<file path="config.mk">
export PLATFORM = sky130hd
export DESIGN_NAME = abm_front
export DESIGN_NICKNAME = d
export VERILOG_FILES = /design/src/rtl/abm_pkg.sv /design/src/rtl/abm_front.sv
export SDC_FILE = /design/constraint.sdc
export NUM_CORES = 1
export LEC_CHECK = 0
export BUFFER_PORTS_ARGS = -buffer_cell sky130_fd_sc_hd__buf_2
export CAP_MARGIN = 20
export CORE_AREA = 2 2 165 167
export DETAILED_ROUTE_END_ITERATION = 12
export DIE_AREA = 0 0 167 169
export SYNTH_ARGS = -nofsm -noshare
export SYNTH_HDL_FRONTEND = slang
export SYNTH_SLANG_ARGS = --single-unit
</file>
<file path="constraint.sdc">
create_clock -name vclk -period 14.5
set_clock_uncertainty 0.05 [all_clocks]
set_input_delay 2.9 -clock vclk [all_inputs]
set_output_delay 2.9 -clock vclk [all_outputs]
set_load 0.03 [all_outputs]
</file>
<file path="src/rtl/abm_pkg.sv">
`timescale 1ns / 1ps
package abm_pkg;

   localparam int DATA_W     = 32;
   localparam int SUM_W      = DATA_W + 3;
   localparam int ADDR_W_DEF = 32;
   localparam int CSR_IDX_W  = 1;
   localparam int QUEUE_DEPTH = 2;
   localparam int QPTR_W     = $clog2(QUEUE_DEPTH);
   localparam int QCNT_W     = $clog2(QUEUE_DEPTH + 1);

   localparam logic [1:0] REQ_ALLOC   = 2'd0;
   localparam logic [1:0] REQ_RESIZE  = 2'd1;
   localparam logic [1:0] REQ_RESTORE = 2'd2;
   localparam logic [1:0] REQ_RESET   = 2'd3;

   localparam logic [CSR_IDX_W-1:0] CSR_BASE = CSR_IDX_W'(0);
   localparam logic [CSR_IDX_W-1:0] CSR_CAP  = CSR_IDX_W'(1);

   // Classified request handed from the front to the back.
   typedef struct packed {
      logic [1:0]        kind;
      logic [DATA_W-1:0] size;
      logic [DATA_W-1:0] mask;
      logic              align_ok;
      logic              size_nz;
      logic              res_pre_ok;
      logic [DATA_W:0]   old_end;
      logic              new_end_fit;
      logic [DATA_W-1:0] new_end;
      logic [DATA_W-1:0] ptr;
      logic [DATA_W-1:0] mark;
   } cls_type;

   // True when v does not fit in an aw-bit address space.
   function automatic logic addr_ovf(input logic [SUM_W-1:0] v, input int unsigned aw);
      logic res;
      res = 1'b0;
      if (aw < SUM_W) begin
         res = ((v >> aw) != '0);
      end
      return res;
   endfunction

endpackage

</file>
<file path="src/rtl/abm_front.sv">
`timescale 1ns / 1ps
module abm_front
   import abm_pkg::*;
#(
   parameter int ADDR_W = ADDR_W_DEF
) (
   input  logic [1:0]        req_type,
   input  logic [DATA_W-1:0] req_size,
   input  logic [DATA_W-1:0] req_align,
   input  logic [DATA_W-1:0] block_addr,
   input  logic [DATA_W-1:0] req_old_size,
   input  logic [DATA_W-1:0] mark_value,
   input  logic [DATA_W-1:0] base_addr,
   input  logic [DATA_W-1:0] cap_eff,
   output cls_type           cls
);

   logic [DATA_W-1:0] align_m1;
   logic [DATA_W-1:0] start;
   logic [DATA_W:0]   ptr_hi;
   logic [DATA_W:0]   old_end;
   logic [DATA_W:0]   new_end;
   logic              align_ok;
   logic              size_nz;
   logic              base_nz;
   logic              ptr_ok;

   always_comb begin
      align_m1 = req_align - DATA_W'(1);
      align_ok = (req_align != '0) && ((req_align & align_m1) == '0);
      size_nz  = (req_size != '0);
      base_nz  = (base_addr != '0);
      ptr_hi   = {1'b0, base_addr} + {1'b0, cap_eff};
      ptr_ok   = (block_addr != '0) && (block_addr >= base_addr) &&
                 ({1'b0, block_addr} <= ptr_hi);
      start    = block_addr - base_addr;
      old_end  = {1'b0, start} + {1'b0, req_old_size};
      new_end  = {1'b0, start} + {1'b0, req_size};

      cls.kind        = req_type;
      cls.size        = req_size;
      cls.mask        = align_m1;
      cls.align_ok    = align_ok;
      cls.size_nz     = size_nz;
      cls.res_pre_ok  = align_ok && ptr_ok && base_nz && size_nz &&
                        !addr_ovf(SUM_W'(old_end), ADDR_W);
      cls.old_end     = old_end;
      cls.new_end_fit = !addr_ovf(SUM_W'(new_end), ADDR_W) && (new_end <= {1'b0, cap_eff});
      cls.new_end     = new_end[DATA_W-1:0];
      cls.ptr         = block_addr;
      cls.mark        = mark_value;
   end

endmodule

</file>
==> flow_metrics.tcl <==
set metrics [dict create \
    grt_first_pass_wirelength_um 54200 \
    wirelength_um 35800 \
    worst_slew_pin_slew_ns 0.835 \
    worstPathArrival_ns 8.70 \
    final_cell_mix "buf_2, ha_1, inv_1, a21oi_1, a21o_1" \
    synth_area_um2 9520 \
    cp.required_ns 11.55 \
    hold_viol_final 0 \
    overflow 0 \
    outcome "finished, final reports clean" \
    syn_inst 1294 \
    antenna_found_initial 2 \
    routabilityCongestion 0.972 \
    rsz0062_at_grt "no" \
    hp-class "primary input to output port" \
    post_cts_resized 0 \
    seq_area_um2 0 \
    postRouteAntennaNets 0 \
    dieArea_um2 28200 \
    synth-simple-area-share 0.185 \
    final_area_um2 11000 \
    post_drt_wl_per_cell_um 18.9 \
    cts_setup_buffers 0 \
    irDropWorstVdd_mv 0.0777 \
    setup_viol 0 \
    ios 425 \
    dp_slack_ns 2.99 \
    rows 60 \
    final_util 0.414 \
    finalSetupTns_ns 0 \
    yosys_warnings 0 \
    maxSlewViolCount 0 \
    grt_usage 0.241 \
    fillerInstances 2851 \
    drc 0 \
    path_buf_inv 3 \
    synthAdderAreaFrac 0.304 \
    synth_top_cell_by_area "ha_1" \
    vias_per_cell 5.45 \
    placed_cell_area_um2 11000 \
    crit_fanout 6 \
    yosysUniqueCellTypes 75 \
    die_h_um 169 \
    slew_headroom 0.438 \
    p_per_area_nw_per_um2 107 \
    period_share 0.803 \
    nFlopsAndLatches 0 \
    avgSynthCellArea_um2 7.36 \
    cellLeakagePower_uw 0.00595 \
    core_um2 26500 \
    finalNetCount 2008 \
    netlist_top_cells_area "ha_1, buf_4, xnor2_1" \
    die_x_um 167 \
    synth_seq_area_share 0 \
    placement.io_buffers 357 \
    dr.pass1.iters 5 \
    synth_compound_area_frac 0.276 \
    critPathLaunchType "primary input" \
    hpwl_um 32100 \
    num_vias 10300 \
    synth.mux.area_fraction 0.00118 \
    syn2layout_area_growth_pct 15.4 \
    crit_type "primary input to output port" \
    grt_max_degree 8 \
    layout_min_cycle_time_ns 11.65 \
    slowest_delay_ns 0.40 \
    cp_slowest_cell "fa_1" \
    worst_slack_ns 2.85 \
    synth_xor_area_frac 0.102 \
    cp-end-kind "output port" \
    nClkBuffers 0 \
    start_util 0.359 \
    cpLargestDelayFamily "compound AO/OA/AOI/OAI gates" \
    drtIter0Drc 603 \
    final_common_cell "buf_2" \
    clock.fmax_mhz 85.8 \
    ctsHoldBuffers 0 \
    drive_gt1_frac 0.253 \
    syn_nets 1749 \
    drv_cap 0 \
    synth_top_area_frac 0.296 \
    synth_top_family_by_area "adder cells" \
    grt_pass1_vias 9847 \
]
==> stage by stage <==
stage / hold slack, ns / total power [uW] / cells
final: 5.75 / 1180 / 1893
after detailed placement: 5.75 / 1170 / 1892
after global routing: 5.75 / 1290 / 1893
after floorplan: 5.87 / 872 / 1294
after CTS: 5.75 / 1180 / 1892
after global placement: 5.75 / 1170 / 1892
==> path summary, 6_finish.rpt <==
path                        from      end  slack, ns  cells after the start
hold / removal    mark_value[14]  cls[14]       5.75                      0
setup / recovery   block_addr[0]  cls[96]       2.85                     30
==> synth_stat cells, drive strengths merged, types with 30 or more instances <==
library cell,instances
ha,225
inv,134
a21oi,115
buf,100
a21o,89
xnor2,77
nor2,74
o21ai,64
nand2,53
nor4,40
xor2,34
nand4,30
==> where the power goes <==
group / internal (uW) / switching [uW] / leakage (uW)
clock network: 0.00000922 / 0 / 0.00000000634
logic: 420 / 761 / 0.00595
registers: 0 / 0 / 0
==> cells by family (layout without fill, tap and decap cells) <==
family | after synthesis | in the layout
AOI/OAI and AO/OA | 389 | 389
other | 0 | 1
xor gates and xnor gates | 111 | 111
and+or+nand+nor | 330 | 330
muxes | 1 | 1
buffers and inverters | 234 | 491
adders and majority gates | 229 | 229
==> per-layer routing <==
metal,vias up,global-route usage,wire length [um]
met3,46,0.0388,2630
met4,2,0.0405,689
met1,4687,0.287,14600
met2,395,0.457,17800
li1,5183,-,-
met5,-,0,13
==> layout make-up <==
class / count / area [um2] / share of cell area
multi-input cells: 1060 / 8270 / 0.752
repair buffers: 357 / 1790 / 0.163
inverters: 134 / 503 / 0.0458
well taps: 341 / 427 / 0.0388
diodes: 1 / 2.50 / 0.000228
Power figures use the tool's default switching activity.
