[config.mk]
export PLATFORM = sky130hd
export DESIGN_NAME = abm_queue
export DESIGN_NICKNAME = d
export VERILOG_FILES = /design/src/rtl/abm_pkg.sv /design/src/rtl/abm_queue.sv
export SDC_FILE = /design/constraint.sdc
export NUM_CORES = 1
export LEC_CHECK = 0
export BUFFER_PORTS_ARGS = -buffer_cell sky130_fd_sc_hd__clkbuf_2
export CORE_ASPECT_RATIO = 2
export CORE_MARGIN = 1.5
export CORE_UTILIZATION = 55
export CTS_BUF_LIST = sky130_fd_sc_hd__clkbuf_4
export DETAILED_ROUTE_END_ITERATION = 16
export PLACE_DENSITY = 0.9
export SLEW_MARGIN = 20
export SYNTH_ARGS = -nofsm -noshare
export SYNTH_HDL_FRONTEND = slang
export SYNTH_SLANG_ARGS = --single-unit
[constraint.sdc]
create_clock -name clock -period 28.7 [get_ports clock]
set_input_delay 2.87 -clock clock [delete_from_list [all_inputs] [get_ports clock]]
set_output_delay 2.87 -clock clock [all_outputs]
set_load 0.01 [all_outputs]
[src/rtl/abm_pkg.sv]
`timescale 1ns / 1ps
package abm_pkg;

   localparam int DATA_W     = 32;
   localparam int SUM_W      = DATA_W + 3;
   localparam int ADDR_W_DEF = 32;
   localparam int CSR_IDX_W  = 1;
   localparam int QUEUE_DEPTH = 2;
   localparam int QPTR_W     = $clog2(QUEUE_DEPTH);
   localparam int QCNT_W     = $clog2(QUEUE_DEPTH + 1);

   localparam logic [1:0] REQ_ALLOC   = 2'd0;
   localparam logic [1:0] REQ_RESIZE  = 2'd1;
   localparam logic [1:0] REQ_RESTORE = 2'd2;
   localparam logic [1:0] REQ_RESET   = 2'd3;

   localparam logic [CSR_IDX_W-1:0] CSR_BASE = CSR_IDX_W'(0);
   localparam logic [CSR_IDX_W-1:0] CSR_CAP  = CSR_IDX_W'(1);

   // Classified request handed from the front to the back.
   typedef struct packed {
      logic [1:0]        kind;
      logic [DATA_W-1:0] size;
      logic [DATA_W-1:0] mask;
      logic              align_ok;
      logic              size_nz;
      logic              res_pre_ok;
      logic [DATA_W:0]   old_end;
      logic              new_end_fit;
      logic [DATA_W-1:0] new_end;
      logic [DATA_W-1:0] ptr;
      logic [DATA_W-1:0] mark;
   } cls_type;

   // True when v does not fit in an aw-bit address space.
   function automatic logic addr_ovf(input logic [SUM_W-1:0] v, input int unsigned aw);
      logic res;
      res = 1'b0;
      if (aw < SUM_W) begin
         res = ((v >> aw) != '0);
      end
      return res;
   endfunction

endpackage

[src/rtl/abm_queue.sv]
`timescale 1ns / 1ps
module abm_queue
   import abm_pkg::*;
(
   input  logic    clock,
   input  logic    reset,
   input  logic    push,
   input  cls_type push_data,
   output logic    full,
   input  logic    pop,
   output logic    head_valid,
   output cls_type head_data
);

   cls_type             mem_ff [QUEUE_DEPTH];
   logic [QPTR_W-1:0]   wr_ptr_ff, wr_ptr_in;
   logic [QPTR_W-1:0]   rd_ptr_ff, rd_ptr_in;
   logic [QCNT_W-1:0]   count_ff, count_in;

   assign full       = (count_ff == QCNT_W'(QUEUE_DEPTH));
   assign head_valid = (count_ff != '0);
   assign head_data  = mem_ff[rd_ptr_ff];

   always_comb begin
      wr_ptr_in = wr_ptr_ff;
      rd_ptr_in = rd_ptr_ff;
      count_in  = count_ff;
      if (push) begin
         wr_ptr_in = (wr_ptr_ff == QPTR_W'(QUEUE_DEPTH - 1)) ? '0 : wr_ptr_ff + QPTR_W'(1);
      end
      if (pop) begin
         rd_ptr_in = (rd_ptr_ff == QPTR_W'(QUEUE_DEPTH - 1)) ? '0 : rd_ptr_ff + QPTR_W'(1);
      end
      if (push && !pop) begin
         count_in = count_ff + QCNT_W'(1);
      end else if (pop && !push) begin
         count_in = count_ff - QCNT_W'(1);
      end
   end

   always_ff @(posedge clock) begin
      if (reset) begin
         wr_ptr_ff <= '0;
         rd_ptr_ff <= '0;
         count_ff  <= '0;
      end else begin
         wr_ptr_ff <= wr_ptr_in;
         rd_ptr_ff <= rd_ptr_in;
         count_ff  <= count_in;
      end
   end

   always_ff @(posedge clock) begin
      if (push) begin
         mem_ff[wr_ptr_ff] <= push_data;
      end
   end

endmodule

==> summary.txt, run 1 <==
Outcome
  • Status: completed

Cells and area
  • Area occupied by multi-input gates: 2730 um^2
  • Reg area: about 12,000 um^2
  • Fillers: 1,780
  • Fin util: a little under 70%
  • Share of cells above drive strength 1: 62.1%
  • Final net count: approximately 1.3k
  • Area grow syn2layout: 22.7%

CTS
  • CTS buffer count: 84
  • Worst-path clk slew: 0.07 ns
  • CTS tree: yes
  • Clock tree buffer depth: 3
  • # clock sinks: between 400 and 500
  • Clock Latency Late Sink: 0.72 ns
  • Post-CTS Resized: 0
  • Post-CTS Hold Fix Bufs: 0
  • Root buf cell: clkbuf_4
  • H-tree levels: 3
  • Number of post-CTS setup repair buffers: 0

Die
  • Placeable core area: 26,800 um^2
  • I/O Pins: 404
  • Full die area: 28,300 um^2
  • Initial Utilization: 55.9%
  • Die Y: 236 um
  • Die X: approximately 120 um
  • # rows: 85

Setup path
  • Reg2reg setup slack: 26.24 ns
  • Reg2reg path depth: 2
  • Kind of critical path: register to output port
  • Data required, critical path: roughly 26 ns
  • Startpoint Class: register
  • CP endpoint: head_data[172]
  • CP arrival: 3.64 ns
  • Worst R2R End: mem_ff[1][167]$_DFFE_PP_
  • Crit-path max FO: 73
  • Worst setup EP type: output port
  • Reg-to-Reg Start: wr_ptr_ff$_SDFFE_PP0P_

Logic synthesis
  • Syn_nets: 845
  • Cell Area, Synth: roughly 15,000 um^2
  • Unique masters post-synth: 17
  • Synth Area per Inst: ~23 um^2
  • Post-synthesis register bit count: 403
  • Syn. warnings: 0
  • Seq/Total Area, Yosys: 80.5%
  • Post-Synthesis Cells: 641

Drt
  • WL/cell: ~20 um
  • WL met2: between 15,000 and 20,000 um
  • Drt total wl: just over 30,000 um
  • DRC Markers: 0
  • Vias/cell: 5.13
  • Drt initial violations: between 300 and 400
  • Vias: 7,867
  • Met3 wire len: 2400 um
  • DR pass1 iterations: 4
  • Post-route ant nets: 0
  • Met1 wire length: 9400 um
  • DR top layer: met5

Timing
  • Max-slew violations: 0
  • TNS Setup: 0 ns
  • Final setup vio count: 0
  • Slew @ Worst Pin: 1.12 ns
  • Final Cycle Share: 22.7%
  • Fin. Hold Viols: 0
  • Worst Clk Skew: 0.0420 ns
  • RSZ-0062 raised after global routing: no
  • Rel. slew slack: roughly 26%
  • Min Clock Period, post-route: 6.51 ns
  • Peak Freq: around 0.15 GHz

Global route
  • Vias in the first global route: 8,343
  • Total Routing Usage GR: 21.5%
  • Largest net degree at the start of global routing: 200
  • Overflow after GRT: 0
  • Initial antenna violation count: 18
  • First-pass GRT wire length: 44,400 um

Pwr
  • Maximum vdd drop: 0.0493 mV
  • Power per cell area: 68.3 nW/um^2
  • Static Leak: 7.27 nW

Place
  • DPL Wire Length: 21,000 um
  • Routability congestion estimate: between 0.8 and 0.9
  • IO buf count: 403

Min path
  • Worst hold path type: register to register

Run
  • Max cap viols: 0
-- synthesized netlist by cell type, drive strengths merged --
library cell  count  share of area [%]
and2              1              0.042
xor2              2               0.12
edfxtp          398                 80
xnor2             2               0.12
mux2            199                 17
or2               1              0.042
buf              22                1.3
inv               1              0.025
or3               1              0.042
a21oi             1              0.033
o21ai             1              0.033
nor2              4               0.10
nor2b             2              0.084
dfxtp             5               0.67
ha                1              0.084
-- registers in the layout, indices dropped and copies added (netlist names), named ones only --
| signal | count |
|---|---|
| count_ff | 2 |
| mem_ff | 398 |
| rd_ptr_ff | 1 |
| wr_ptr_ff | 1 |
-- stage by stage --
stage	instances	power (W)	instance area (um^2)	hold slack, ns	setup slack (ns)
after global routing	1534	0.00131	18400	0.557	21.97
after floorplan	641	0.000808	15000	0.456	16.46
final	1534	0.00125	18400	0.516	22.19
after detailed placement	1376	0.000862	17300	0.497	22.93
after global placement	1376	0.000856	17300	0.475	22.93
after CTS	1522	0.00127	18300	0.510	22.07
-- power by group --
part / leakage [nW] / internal, W / total [W] / switching [W]
combinational: 2.89 / 0.0000722 / 0.000149 / 0.0000770
sequential: 3.78 / 0.000687 / 0.000698 / 0.0000108
clock: 0.609 / 0.000204 / 0.000406 / 0.000202
-- logic make-up (layout without fill, tap and decap cells) --
family	after synthesis	in the layout	synth area share [%]
flops	403	403	80.5
mux	199	199	17.5
buf+inv	23	556	1.35
simple gates	9	9	0.309
xor+xnor	4	4	0.234
compound gates	2	2	0.0668
fa+ha+maj	1	1	0.0835
other cells	0	12	0
-- placed cells by master, fill, tap and decap left out, drive strengths merged, types with 3 or more instances in the layout --
master  count
nor2        4
edfxtp    398
dfxtp       5
mux2      199
clkinv     34
diode      12
bufinv      3
clkbuf    511
buf         6
-- metal layers --
| metal | track usage, % | vias to the layer above |
|---|---|---|
| met2 | 38.8 | 369 |
| met5 | 0 | - |
| li1 | - | 3581 |
| met4 | 13.2 | 14 |
| met3 | 8.12 | 97 |
| met1 | 19.8 | 3806 |
-- cell type report --
type,instances,area share (%)
multi-input cells,215,14.9
flip-flops and latches,403,65.6
diodes,12,0.163
clock inverters,38,1.24
repair buffers,409,11.3
well taps,348,2.37
clock buffers,108,4.41
inverters,1,0.0204
-- how the worst min path moves through the flow --
stage / slack (ns) / from / end / cells after the start
detailed placement: 0.50 / rd_ptr_ff$_SDFFE_PP0P_ / register / 2
global route: 0.56 / rd_ptr_ff$_SDFFE_PP0P_ / register / 2
floorplan: 0.46 / count_ff[1]$_SDFFE_PP0P_ / count_ff[1]$_SDFFE_PP0P_ / 2
global placement: 0.48 / count_ff[1]$_SDFFE_PP0P_ / count_ff[1]$_SDFFE_PP0P_ / 2
finish: 0.52 / rd_ptr_ff$_SDFFE_PP0P_ / register / 2
CTS: 0.51 / rd_ptr_ff$_SDFFE_PP0P_ / register / 2
-- worst max-delay path, cell delays in order (launching register included) --
cell and delay [ns]:
dfxtp_4 0.68, buf_4 0.70, buf_4 0.81, mux2_2 0.44, clkbuf_2 0.13
Note: power is estimated with default switching activity, not from simulation.
==> run 2: changes to the inputs <==
CORE_UTILIZATION = 49   (was 55)
PLACE_DENSITY = 0.85   (was 0.9)
clock period = 5.6 ns   (was 28.7 ns; I/O delays follow)
==> run 2 against run 1 <==
Net effect: critical path depth shrank 1; sequential cell count is the same; count of clock-buffer cells in the layout grew 7; largest cell class unchanged; highest routed layer is now met4; cell area grew 12%; critical endpoint is now head_data[171]; final cell count grew 14%; clock power grew to 5.6 times the previous value; core utilization shrank 0.34 points.
==> summary.txt, run 2 (synthesis gave the netlist of run 1 again) <==
Outcome
  • Status: completed

Drt
  • DR pass1 iterations: 5
  • WL/cell: 21.3 um
  • Post-route ant nets: 0
  • Drt total wl: 37,300 um
  • Vias/cell: 5.12
  • Drt initial violations: 484
  • Vias: roughly 9k
  • DRC Markers: 0

CTS
  • Number of post-CTS setup repair buffers: 0
  • Clock tree buffer depth: 3
  • Post-CTS Hold Fix Bufs: 200
  • Clock Latency Late Sink: 0.74 ns
  • Post-CTS Resized: 0
  • H-tree levels: 3
  • Root buf cell: clkbuf_4
  • # clock sinks: between 400 and 500
  • CTS tree: yes
  • Worst-path clk slew: around 0.070 ns
  • CTS buffer count: 85

Die
  • Placeable core area: 30,100 um^2
  • Full die area: 31,700 um^2
  • # rows: 90
  • Initial Utilization: 49.8%
  • Die Y: between 200 and 300 um
  • I/O Pins: 404
  • Die X: 127 um

Cells and area
  • Share of cells above drive strength 1: 53.9%
  • Largest registers: mem_ff x398, count_ff x2
  • Most frequent cells in the layout: clkbuf_2, edfxtp_1, dlygate4sd3_1
  • Area grow syn2layout: 36.9%
  • Commonest non-fill, non-tap cell in the layout: clkbuf_2
  • Final net count: around 1.5k
  • Fin util: 68.2%
  • Largest register FFs: around 400
  • Top reg by flops: mem_ff

Setup path
  • Slowest stage delay, CP: 0.80 ns
  • Top Family by Delay on Critical Path: buffers and inverters
  • Data required, critical path: 5.04 ns
  • CP arrival: 2.92 ns
  • Worst setup EP type: output port
  • Kind of critical path: register to output port
  • Critical-path top delay cell: dfxtp_4
  • Startpoint Class: register
  • Worst-path cell chain: buf_4 > mux2_2 > clkbuf_2
  • Critical path buffers and inverters: 2
  • Crit-path max FO: 57

Timing
  • Rel. slew slack: 40.5%
  • Fin. Hold Viols: 0
  • RSZ-0062 raised after global routing: no
  • Final Cycle Share: 62.2%
  • Final setup vio count: 0
  • Worst Clk Skew: around 0.041 ns
  • Min Clock Period, post-route: 3.48 ns
  • Max-slew violations: 0
  • Slew @ Worst Pin: approximately 0.9 ns
  • TNS Setup: 0 ns
  • Peak Freq: approximately 0.29 GHz

Place
  • DPL Wire Length: 21,900 um
  • Routability congestion estimate: 0.853
  • IO buf count: 403

Pwr
  • Static Leak: between 8 and 9 nW
  • Maximum vdd drop: 0.284 mV
  • Power per cell area: 331 nW/um^2

Min path
  • Worst hold path type: input pin to register

Global route
  • First-pass GRT wire length: 54,400 um
  • Total Routing Usage GR: between 20% and 30%
  • Largest net degree at the start of global routing: 96
  • Initial antenna violation count: 7
  • Vias in the first global route: approximately 10k
  • Overflow after GRT: 0

Run
  • Max cap viols: 0
[run 2: changes by cell type in the layout (fill, tap and decap cells not counted), sizes merged]
cell | before | now
clkinv | 34 | 25
dlygate4sd3 | 0 | 200
buf | 6 | 9
bufinv | 3 | 5
diode | 12 | 10
clkbuf | 511 | 518
[run 2: layout make-up]
cell class	instances	area (um^2)
Sequential cell	403	12100
Fill cell	1841	9560
Timing Repair Buffer	612	4110
Multi-Input combinational cell	215	2730
Clock buffer	115	863
Tap cell	368	460
Clock inverter	31	255
Antenna cell	10	25.0
Inverter	1	3.75
[run 2: worst paths after layout]
kind              slack, ns  cells past startpoint                        to                startpoint
setup / recovery       2.12                      3            head_data[171]                  register
hold / removal         0.15                      3    rd_ptr_ff$_SDFFE_PP0P_                       pop
setup reg to reg       3.36                      2   mem_ff[1][34]$_DFFE_PP_    wr_ptr_ff$_SDFFE_PP0P_
hold reg to reg        0.53                      2  count_ff[1]$_SDFFE_PP0P_  count_ff[1]$_SDFFE_PP0P_
[run 2: metrics by stage]
stage / instance area (um^2) / worst slack (ns) / instances / hold WS [ns] / total power (W)
after floorplan: 15000 / 1.63 / 641 / 0.456 / 0.00411
after global placement: 17400 / 2.95 / 1399 / 0.475 / 0.00440
after global routing: 20500 / 1.96 / 1753 / 0.132 / 0.00706
final: 20500 / 2.12 / 1755 / 0.152 / 0.00679
after detailed placement: 17400 / 2.88 / 1399 / 0.502 / 0.00443
after CTS: 20500 / 2.06 / 1745 / 0.0526 / 0.00680
[run 2: routing by layer]
metal	track usage (%)	vias to the layer above	part of all wire [%]	wire, um
met1	21.8	4404	32	11800
li1	-	3971	-	-
met5	0	-	0	0
met2	42.4	474	55	20600
met3	5.83	145	6.2	2320
met4	17.9	0	6.8	2550
[run 2: worst min-delay path, cell delays in order]
cell	delay, ns
clkbuf_2	0.10
xnor2_1	0.08
nor2_1	0.08
[run 2: power by group]
group	switching, W	internal (W)	total [W]
combinational	0.000443	0.000463	0.000906
sequential	0.0000707	0.00352	0.00359
clock	0.00111	0.00119	0.00229
total	0.00162	0.00517	0.00679
