File: src/rtl/abm_pkg.sv
`timescale 1ns / 1ps
package abm_pkg;

   localparam int DATA_W     = 32;
   localparam int SUM_W      = DATA_W + 3;
   localparam int ADDR_W_DEF = 32;
   localparam int CSR_IDX_W  = 1;
   localparam int QUEUE_DEPTH = 2;
   localparam int QPTR_W     = $clog2(QUEUE_DEPTH);
   localparam int QCNT_W     = $clog2(QUEUE_DEPTH + 1);

   localparam logic [1:0] REQ_ALLOC   = 2'd0;
   localparam logic [1:0] REQ_RESIZE  = 2'd1;
   localparam logic [1:0] REQ_RESTORE = 2'd2;
   localparam logic [1:0] REQ_RESET   = 2'd3;

   localparam logic [CSR_IDX_W-1:0] CSR_BASE = CSR_IDX_W'(0);
   localparam logic [CSR_IDX_W-1:0] CSR_CAP  = CSR_IDX_W'(1);

   // Classified request handed from the front to the back.
   typedef struct packed {
      logic [1:0]        kind;
      logic [DATA_W-1:0] size;
      logic [DATA_W-1:0] mask;
      logic              align_ok;
      logic              size_nz;
      logic              res_pre_ok;
      logic [DATA_W:0]   old_end;
      logic              new_end_fit;
      logic [DATA_W-1:0] new_end;
      logic [DATA_W-1:0] ptr;
      logic [DATA_W-1:0] mark;
   } cls_type;

   // True when v does not fit in an aw-bit address space.
   function automatic logic addr_ovf(input logic [SUM_W-1:0] v, input int unsigned aw);
      logic res;
      res = 1'b0;
      if (aw < SUM_W) begin
         res = ((v >> aw) != '0);
      end
      return res;
   endfunction

endpackage

File: src/rtl/abm_back.sv
`timescale 1ns / 1ps
module abm_back
   import abm_pkg::*;
#(
   parameter int ADDR_W = ADDR_W_DEF
) (
   input  logic              clock,
   input  logic              reset,
   input  logic              cfg_clear,
   input  logic [DATA_W-1:0] base_addr,
   input  logic [DATA_W-1:0] cap_eff,
   input  logic              head_valid,
   input  cls_type           head_data,
   output logic              pop,
   input  logic              rsp_ready,
   output logic              rsp_valid,
   output logic              rsp_ok,
   output logic [DATA_W-1:0] rsp_addr,
   output logic              rsp_moved,
   output logic [DATA_W-1:0] rsp_used,
   output logic [DATA_W-1:0] rsp_remaining
);

   logic [DATA_W-1:0] offset_ff, offset_in;
   logic              valid_ff, valid_in;
   logic              ok_ff, ok_in;
   logic [DATA_W-1:0] addr_ff, addr_in;
   logic              moved_ff, moved_in;
   logic [DATA_W-1:0] used_ff, used_in;

   logic [SUM_W-1:0]  cur;
   logic [SUM_W-1:0]  cur_m;
   logic [SUM_W-1:0]  aligned;
   logic [SUM_W-1:0]  alloc_end;
   logic              alloc_ok;
   logic              in_place;

   assign pop = head_valid && (!valid_ff || rsp_ready);

   always_comb begin
      // Aligned address and end offset of a fresh allocation.
      cur       = SUM_W'(base_addr) + SUM_W'(offset_ff);
      cur_m     = cur + SUM_W'(head_data.mask);
      aligned   = cur_m & ~SUM_W'(head_data.mask);
      alloc_end = aligned - SUM_W'(base_addr) + SUM_W'(head_data.size);
      alloc_ok  = (base_addr != '0) && head_data.size_nz && head_data.align_ok &&
                  (offset_ff <= cap_eff) && !addr_ovf(cur, ADDR_W) &&
                  !addr_ovf(cur_m, ADDR_W) && !addr_ovf(alloc_end, ADDR_W) &&
                  (alloc_end <= SUM_W'(cap_eff));
      in_place  = head_data.res_pre_ok && (head_data.old_end == {1'b0, offset_ff}) &&
                  head_data.new_end_fit;

      offset_in = offset_ff;
      ok_in     = 1'b0;
      addr_in   = '0;
      moved_in  = 1'b0;
      case (head_data.kind)
         REQ_ALLOC: begin
            if (alloc_ok) begin
               ok_in     = 1'b1;
               addr_in   = aligned[DATA_W-1:0];
               offset_in = alloc_end[DATA_W-1:0];
            end
         end
         REQ_RESIZE: begin
            if (in_place) begin
               ok_in     = 1'b1;
               addr_in   = head_data.ptr;
               offset_in = head_data.new_end;
            end else if (head_data.res_pre_ok && alloc_ok) begin
               ok_in     = 1'b1;
               moved_in  = 1'b1;
               addr_in   = aligned[DATA_W-1:0];
               offset_in = alloc_end[DATA_W-1:0];
            end
         end
         REQ_RESTORE: begin
            if (head_data.mark <= offset_ff) begin
               ok_in     = 1'b1;
               offset_in = head_data.mark;
            end
         end
         REQ_RESET: begin
            ok_in     = 1'b1;
            offset_in = '0;
         end
         default: begin
            ok_in = 1'b0;
         end
      endcase
      used_in = offset_in;

      // Hold the result until taken; advance when a new beat is popped.
      valid_in = pop ? 1'b1 : (valid_ff && !rsp_ready);
   end

   always_ff @(posedge clock) begin
      if (reset) begin
         offset_ff <= '0;
         valid_ff  <= 1'b0;
      end else begin
         valid_ff <= valid_in;
         if (cfg_clear) begin
            offset_ff <= '0;
         end else if (pop) begin
            offset_ff <= offset_in;
         end
      end
   end

   always_ff @(posedge clock) begin
      if (pop) begin
         ok_ff    <= ok_in;
         addr_ff  <= addr_in;
         moved_ff <= moved_in;
         used_ff  <= used_in;
      end
   end

   assign rsp_valid     = valid_ff;
   assign rsp_ok        = ok_ff;
   assign rsp_addr      = addr_ff;
   assign rsp_moved     = moved_ff;
   assign rsp_used      = used_ff;
   assign rsp_remaining = (used_ff > cap_eff) ? '0 : (cap_eff - used_ff);

endmodule
File: config.mk
export PLATFORM = sky130hd
export DESIGN_NAME = abm_back
export DESIGN_NICKNAME = d
export VERILOG_FILES = /design/src/rtl/abm_pkg.sv /design/src/rtl/abm_back.sv
export SDC_FILE = /design/constraint.sdc
export NUM_CORES = 1
export LEC_CHECK = 0
export BUFFER_PORTS_ARGS = -buffer_cell sky130_fd_sc_hd__buf_2
export CORE_ASPECT_RATIO = 0.5
export CORE_MARGIN = 2
export CORE_UTILIZATION = 50
export CTS_CLUSTER_DIAMETER = 40
export DETAILED_ROUTE_END_ITERATION = 10
export PLACE_DENSITY = 0.75
export SYNTH_ARGS = -nofsm -noshare
export SYNTH_HDL_FRONTEND = slang
export SYNTH_SLANG_ARGS = --single-unit
File: constraint.sdc
create_clock -name clock -period 11.6 [get_ports clock]
set_input_delay 2.32 -clock clock [delete_from_list [all_inputs] [get_ports clock]]
set_output_delay 2.32 -clock clock [all_outputs]
set_load 0.01 [all_outputs]
==> results of run 1 <==
## registers in the layout, indices dropped and copies added, names as in the netlist
| register | cells |
|---|---|
| rsp_moved | 1 |
| rsp_valid | 1 |
| rsp_used | 32 |
| rsp_ok | 1 |
| offset_ff | 32 |
| rsp_addr | 32 |
## worst max-delay path, delay by kind of cell
family	cells	cell delay [ns]
XOR/XNOR	2	0.22
buffers and inverters	5	0.75
AND/OR/NAND/NOR	9	2.08
adder cells (fa/ha/maj)	6	2.04
AO/OA/AOI/OAI	23	3.96
## metal layers
layer | vias up | GRT usage [%]
li1 | 7744 | -
met1 | 7619 | 51.1
met2 | 765 | 54.4
met3 | 90 | 5.75
met4 | 0 | 10.2
met5 | - | 0
## power by group through the flow
stage / registers [mW] / logic [mW] / clock network, mW
after global placement: 0.428 / 1.54 / 0
final: 0.421 / 1.64 / 0.320
after CTS: 0.419 / 1.56 / 0.324
after detailed placement: 0.427 / 1.55 / 0
after global routing: 0.422 / 1.78 / 0.336
after floorplan: 0.427 / 1.00 / 0
## layout make-up
cell class	count	share of cell area, %
Multi-Input combinational cell	1584	64.4
Timing Repair Buffer	435	13.0
Sequential cell	99	14.5
Tap cell	391	2.69
Antenna cell	4	0.0550
Inverter	181	3.75
Clock buffer	10	1.26
Clock inverter	6	0.316
## cells by family after synthesis
group | after synthesis | synth area share [%]
AO/OA/AOI/OAI | 608 | 26.1
flip-flops | 99 | 17.5
AND/OR/NAND/NOR | 549 | 17.2
adder cells (fa/ha/maj) | 263 | 23.5
multiplexers | 24 | 1.74
XOR/XNOR | 140 | 8.10
buffers and inverters | 234 | 5.92
## cells in the final DEF, fill, tap and decap left out, types with 12 or more instances in the layout
cell type and instances:
sky130_fd_sc_hd__nor3b_1 13, sky130_fd_sc_hd__o21a_1 25, sky130_fd_sc_hd__nor2b_1 21, sky130_fd_sc_hd__ha_1 228
sky130_fd_sc_hd__nor3_1 31, sky130_fd_sc_hd__buf_4 67, sky130_fd_sc_hd__o21ai_0 92, sky130_fd_sc_hd__a21o_1 94
sky130_fd_sc_hd__a21oi_1 173, sky130_fd_sc_hd__nand2_1 154, sky130_fd_sc_hd__a211oi_1 12, sky130_fd_sc_hd__nor4_1 17
sky130_fd_sc_hd__o211ai_1 14, sky130_fd_sc_hd__nand3_1 34, sky130_fd_sc_hd__xnor2_1 87, sky130_fd_sc_hd__o21ai_1 30
sky130_fd_sc_hd__dfxtp_1 33, sky130_fd_sc_hd__nand4_1 36, sky130_fd_sc_hd__a22oi_1 17, sky130_fd_sc_hd__a31oi_1 29
sky130_fd_sc_hd__inv_1 180, sky130_fd_sc_hd__buf_2 367, sky130_fd_sc_hd__o21bai_1 12, sky130_fd_sc_hd__xor2_1 53
sky130_fd_sc_hd__nor2_1 166, sky130_fd_sc_hd__a22o_1 25, sky130_fd_sc_hd__edfxtp_1 66, sky130_fd_sc_hd__nand2b_1 20
sky130_fd_sc_hd__fa_1 35, sky130_fd_sc_hd__mux2_2 19
## final timing paths
check                               endpoint    startpoint  depth (start not counted)  slack, ns
worst max-delay path            offset_ff[5]  base_addr[0]                         45       0.51
worst min-delay path               rsp_valid     rsp_valid                          2       0.52
worst max register to register  offset_ff[5]  offset_ff[2]                         43       1.92
worst min register to register     rsp_valid     rsp_valid                          2       0.52
## timing repair
| action | CTS | global route |
|---|---|---|
| gates resized for setup | 0 | 26 |
| setup buffers | 0 | 2 |
| setup endpoints to repair | 0 | 98 |
==> flow_metrics.tcl, run 1 <==
set metrics [dict create \
    hold_viol 0 \
    drt_drc_violations_left 0 \
    cts.root.buffer_cell "sky130_fd_sc_hd__clkbuf_16" \
    placementRows 44 \
    grt_setup_unrepaired "no" \
    final.min_clock_period_ns 11.09 \
    grt_pass1_wl_um 85800 \
    port_buffers 367 \
    p_int_mw 1.22 \
    mappedNetlistArea_um2 15100 \
    final_antenna_violating_net_count 0 \
    routed_via_density 5.98 \
    wl_um 57600 \
    power.net_switching_mw 1.16 \
    cts-root-to-sink-buffers 2 \
    slew_headroom_pct 24.9 \
    die_w_um 250 \
    cp-end-kind "flip-flop" \
    met3_wirelength_um 5210 \
    drive_gt1_share_pct 22.2 \
    power_mw 2.38 \
    wl_per_cell_um 21.2 \
    critical_path_class "primary input to flip-flop" \
    grt-ovfl-total 0 \
    worstMarginPinSlew_ns 1.13 \
    max-vdd-ir-drop_uv 68.4 \
    wl_met1_um 26400 \
    first_global_vias 15110 \
    most_common_flop_cell_mapped_by_yosys "sky130_fd_sc_hd__edfxtp_1" \
    syn_nets 2448 \
    slowest_delay_ns 0.59 \
    fmax_mhz 90.2 \
    clock_power_share_pct 13.5 \
    report.final.slew_viol_count 0 \
    dp.final_hpwl_um 48400 \
    outcome "finished, final reports clean" \
    seqCellArea_um2 2640 \
    library_cell_with_the_highest_instance_count_after_synthesis "sky130_fd_sc_hd__ha_1" \
    placed_area_um2 17800 \
    fp.dieArea_um2 31800 \
    worst_hold_slack_ns 0.516 \
    final_nets 2841 \
    final_cell_count_no_fill 2710 \
    core-area_um2 29400 \
    worst_hold_path_type "flip-flop to flip-flop" \
    area_growth_pct 20.2 \
    clk-insertion-delay-late_ns 0.40 \
    share_seq_of_total_power_pct 17.7 \
    finish_stage_setup_viols 0 \
    pin_count 368 \
    number_of_iterations_in_the_first_detailed_routing_pass 6 \
    critical_path_peak_fanout 32 \
    drt_iter0_drc 1754 \
    die_h_um 127 \
    ys_seq_elements 99 \
    timing.critical_path.required_ns 11.91 \
    grt_start_max_net_pins 84 \
    share_of_the_yosys_chip_area_belonging_to_registers_pct 17.5 \
    grt_antenna_before_repair 3 \
    place.gp.congestion 1.01 \
    power_frac_comb_pct 68.8 \
    post_cts_hold_buffer_count 0 \
    synth-edff-count 66 \
    ys_types 78 \
    dp_slack_ns -0.195 \
    initial_core_util_pct 51.5 \
    post_synth_inst_count 1917 \
    swShare_pct 48.9 \
    cts.sink_count 99 \
    cap_viol_max_count 0 \
    setup_slack_ns 0.514 \
    path_common_cell "sky130_fd_sc_hd__a21o_1" \
    via_count 16218 \
    final.fill_count 2757 \
    clock_tree.htree_level_count 3 \
    yosysWarningCount 0 \
    final.period_utilization_pct 95.6 \
    multi_input_comb_area_um2 11700 \
    synth.cells.most_frequent "sky130_fd_sc_hd__ha_1, sky130_fd_sc_hd__inv_1, sky130_fd_sc_hd__a21oi_1, sky130_fd_sc_hd__nor2_1, sky130_fd_sc_hd__nand2_1" \
    cp_data_arrival_time_ns 11.39 \
    power.leakage_nw 9.04 \
    grt.total_usage_pct 35.3 \
    synthDominantAreaCellType "sky130_fd_sc_hd__ha_1" \
    wl_met2_um 24500 \
    synth.avg_cell_area_um2 7.89 \
    routed.top_layer "met4" \
    clk_transition_reported_paths_ns 0.08 \
    post-synth-top-area-fraction_pct 18.9 \
    final_util_pct 61.9 \
    powerDensity_nw_per_um2 131 \
    setup_tns_ns 0 \
    cp-start-kind "primary input" \
    fraction_of_registers_with_async_set_or_reset_after_synthesis_pct 0 \
    clock_tree_from_tritoncts "yes" \
    final_cell_area_um2 18200 \
    clock-skew-final_ns 0.0186 \
    numPlacedInstances 2688 \
    tritoncts_buffer_count 9 \
    slowest_stage "sky130_fd_sc_hd__or4b_4" \
    netlist_top_cells_area "sky130_fd_sc_hd__ha_1, sky130_fd_sc_hd__edfxtp_1, sky130_fd_sc_hd__a21oi_1" \
]
(Power assumes the default switching activity.)
==> run 2: changes to the inputs <==
--- a/config.mk
+++ b/config.mk
@@ -11,6 +11,8 @@
 export CORE_UTILIZATION = 50
 export CTS_CLUSTER_DIAMETER = 40
 export DETAILED_ROUTE_END_ITERATION = 10
+export GPL_TIMING_DRIVEN = 1
+export MAX_ROUTING_LAYER = met4
 export PLACE_DENSITY = 0.75
 export SYNTH_ARGS = -nofsm -noshare
 export SYNTH_HDL_FRONTEND = slang
==> run 2 against run 1 <==
  * Global-route usage grew 1.1 points
  * Sequential share of layout area is essentially flat
  * Combinational power is essentially flat
  * Design area is essentially flat
  * Sequential power is essentially flat
  * Largest cell class unchanged
==> flow_metrics.tcl, run 2 (synthesis gave the netlist of run 1 again) <==
set metrics [dict create \
    core-area_um2 29400 \
    grt_start_max_net_pins 74 \
    clock-skew-final_ns 0.0259 \
    number_of_iterations_in_the_first_detailed_routing_pass 5 \
    cts-root-to-sink-buffers 2 \
    drt_iter0_drc 1584 \
    critical_path_class "primary input to flip-flop" \
    clock_tree.htree_level_count 3 \
    slew_headroom_pct 29.9 \
    final_util_pct 61.8 \
    tritoncts_buffer_count 9 \
    wl_um 57500 \
    mostFrequentLayoutCell "sky130_fd_sc_hd__buf_2" \
    cp-start-kind "primary input" \
    pin_count 368 \
    port_buffers 367 \
    finish_stage_setup_viols 0 \
    post_cts_hold_buffer_count 0 \
    clock_tree_from_tritoncts "yes" \
    critical_path_peak_fanout 12 \
    cts.sink_count 99 \
    fp.dieArea_um2 31800 \
    report.final.slew_viol_count 0 \
    final.period_utilization_pct 96.1 \
    cts.root.buffer_cell "sky130_fd_sc_hd__clkbuf_16" \
    first_global_vias 14942 \
    placed_area_um2 17800 \
    power.leakage_nw 9.02 \
    cp_data_arrival_time_ns 11.46 \
    numPlacedInstances 2685 \
    path_common_cell "sky130_fd_sc_hd__a21o_1" \
    timing.critical_path.required_ns 11.91 \
    clk_transition_reported_paths_ns 0.08 \
    dp.final_hpwl_um 48400 \
    place.gp.congestion 1.05 \
    worstMarginPinSlew_ns 1.05 \
    hold_viol 0 \
    grt_antenna_before_repair 9 \
    via_count 16280 \
    drt_drc_violations_left 0 \
    slowest_stage "sky130_fd_sc_hd__or4b_4" \
    final_antenna_violating_net_count 0 \
    max-vdd-ir-drop_uv 87.6 \
    placementRows 44 \
    area_growth_pct 20.1 \
    wl_per_cell_um 21.2 \
    cp-end-kind "flip-flop" \
    grt-ovfl-total 0 \
    grt_pass1_wl_um 85400 \
    outcome "finished, final reports clean" \
    final_cell_mix "sky130_fd_sc_hd__buf_2, sky130_fd_sc_hd__ha_1, sky130_fd_sc_hd__inv_1" \
    slowest_delay_ns 0.60 \
    routed_via_density 6.00 \
    drive_gt1_share_pct 22.3 \
    die_w_um 250 \
    cap_viol_max_count 0 \
    grt.total_usage_pct 36.4 \
    clk-insertion-delay-late_ns 0.41 \
    worst_hold_path_type "flip-flop to flip-flop" \
    final_cell_area_um2 18200 \
    die_h_um 127 \
    final_cell_count_no_fill 2712 \
    powerDensity_nw_per_um2 130 \
    final.min_clock_period_ns 11.15 \
    fmax_mhz 89.7 \
    final_nets 2839 \
    initial_core_util_pct 51.5 \
]
[run 2: where the power goes]
part	leakage [nW]	internal (mW)	switching, mW
logic	7.95	0.661	0.964
registers	0.926	0.398	0.0230
clock network	0.141	0.151	0.175
total	9.02	1.21	1.16
[run 2: worst paths after layout]
kind	startpoint	end	slack, ns	cells after the start
worst max-delay path	base_addr[0]	offset_ff[14]	0.45	47
worst min-delay path	rsp_valid	rsp_valid	0.51	2
worst max register to register	offset_ff[0]	offset_ff[14]	1.85	46
worst min register to register	rsp_valid	rsp_valid	0.51	2
[run 2: critical path, delay by kind of cell]
kind,cells,cell delay [ns]
buffers and inverters,9,1.21
XOR/XNOR,2,0.32
AND/OR/NAND/NOR,11,2.36
AO/OA/AOI/OAI,19,3.48
adder cells (fa/ha/maj),6,1.79
[run 2: area by class of cell]
type | instances | area (µm²)
sequential | 99 | 2640
multi-input combinational | 1584 | 11700
tap | 391 | 489
fill | 2729 | 11200
clock inverter | 6 | 57.6
clock buffer | 10 | 229
inverter | 181 | 682
antenna | 8 | 20.0
timing repair buffer | 433 | 2340
[run 2: per-layer routing]
metal	GRT usage [%]	routed length, µm	share of wire [%]
met5	-	0	0
met4	12.3	1630	2.8
met3	6.99	5640	9.8
met2	52.5	24100	42
met1	51.0	26100	45
[run 2: per-stage QoR]
step / power [mW] / worst slack (ns) / hold slack (ns) / TNS (ns)
4_1_cts: 2.30 / 0.195 / 0.504 / 0
5_1_grt: 2.53 / -0.0654 / 0.536 / -0.386
2_1_floorplan: 1.43 / 0.745 / 0.511 / 0
3_5_place_dp: 1.97 / -0.175 / 0.493 / -7.11
3_3_place_gp: 1.97 / 0.0619 / 0.492 / 0
6_report: 2.37 / 0.451 / 0.511 / 0
[run 2: repair_timing]
action	CTS	global route
setup buffers	0	3
resized for setup	0	25
setup endpoints to repair	0	98
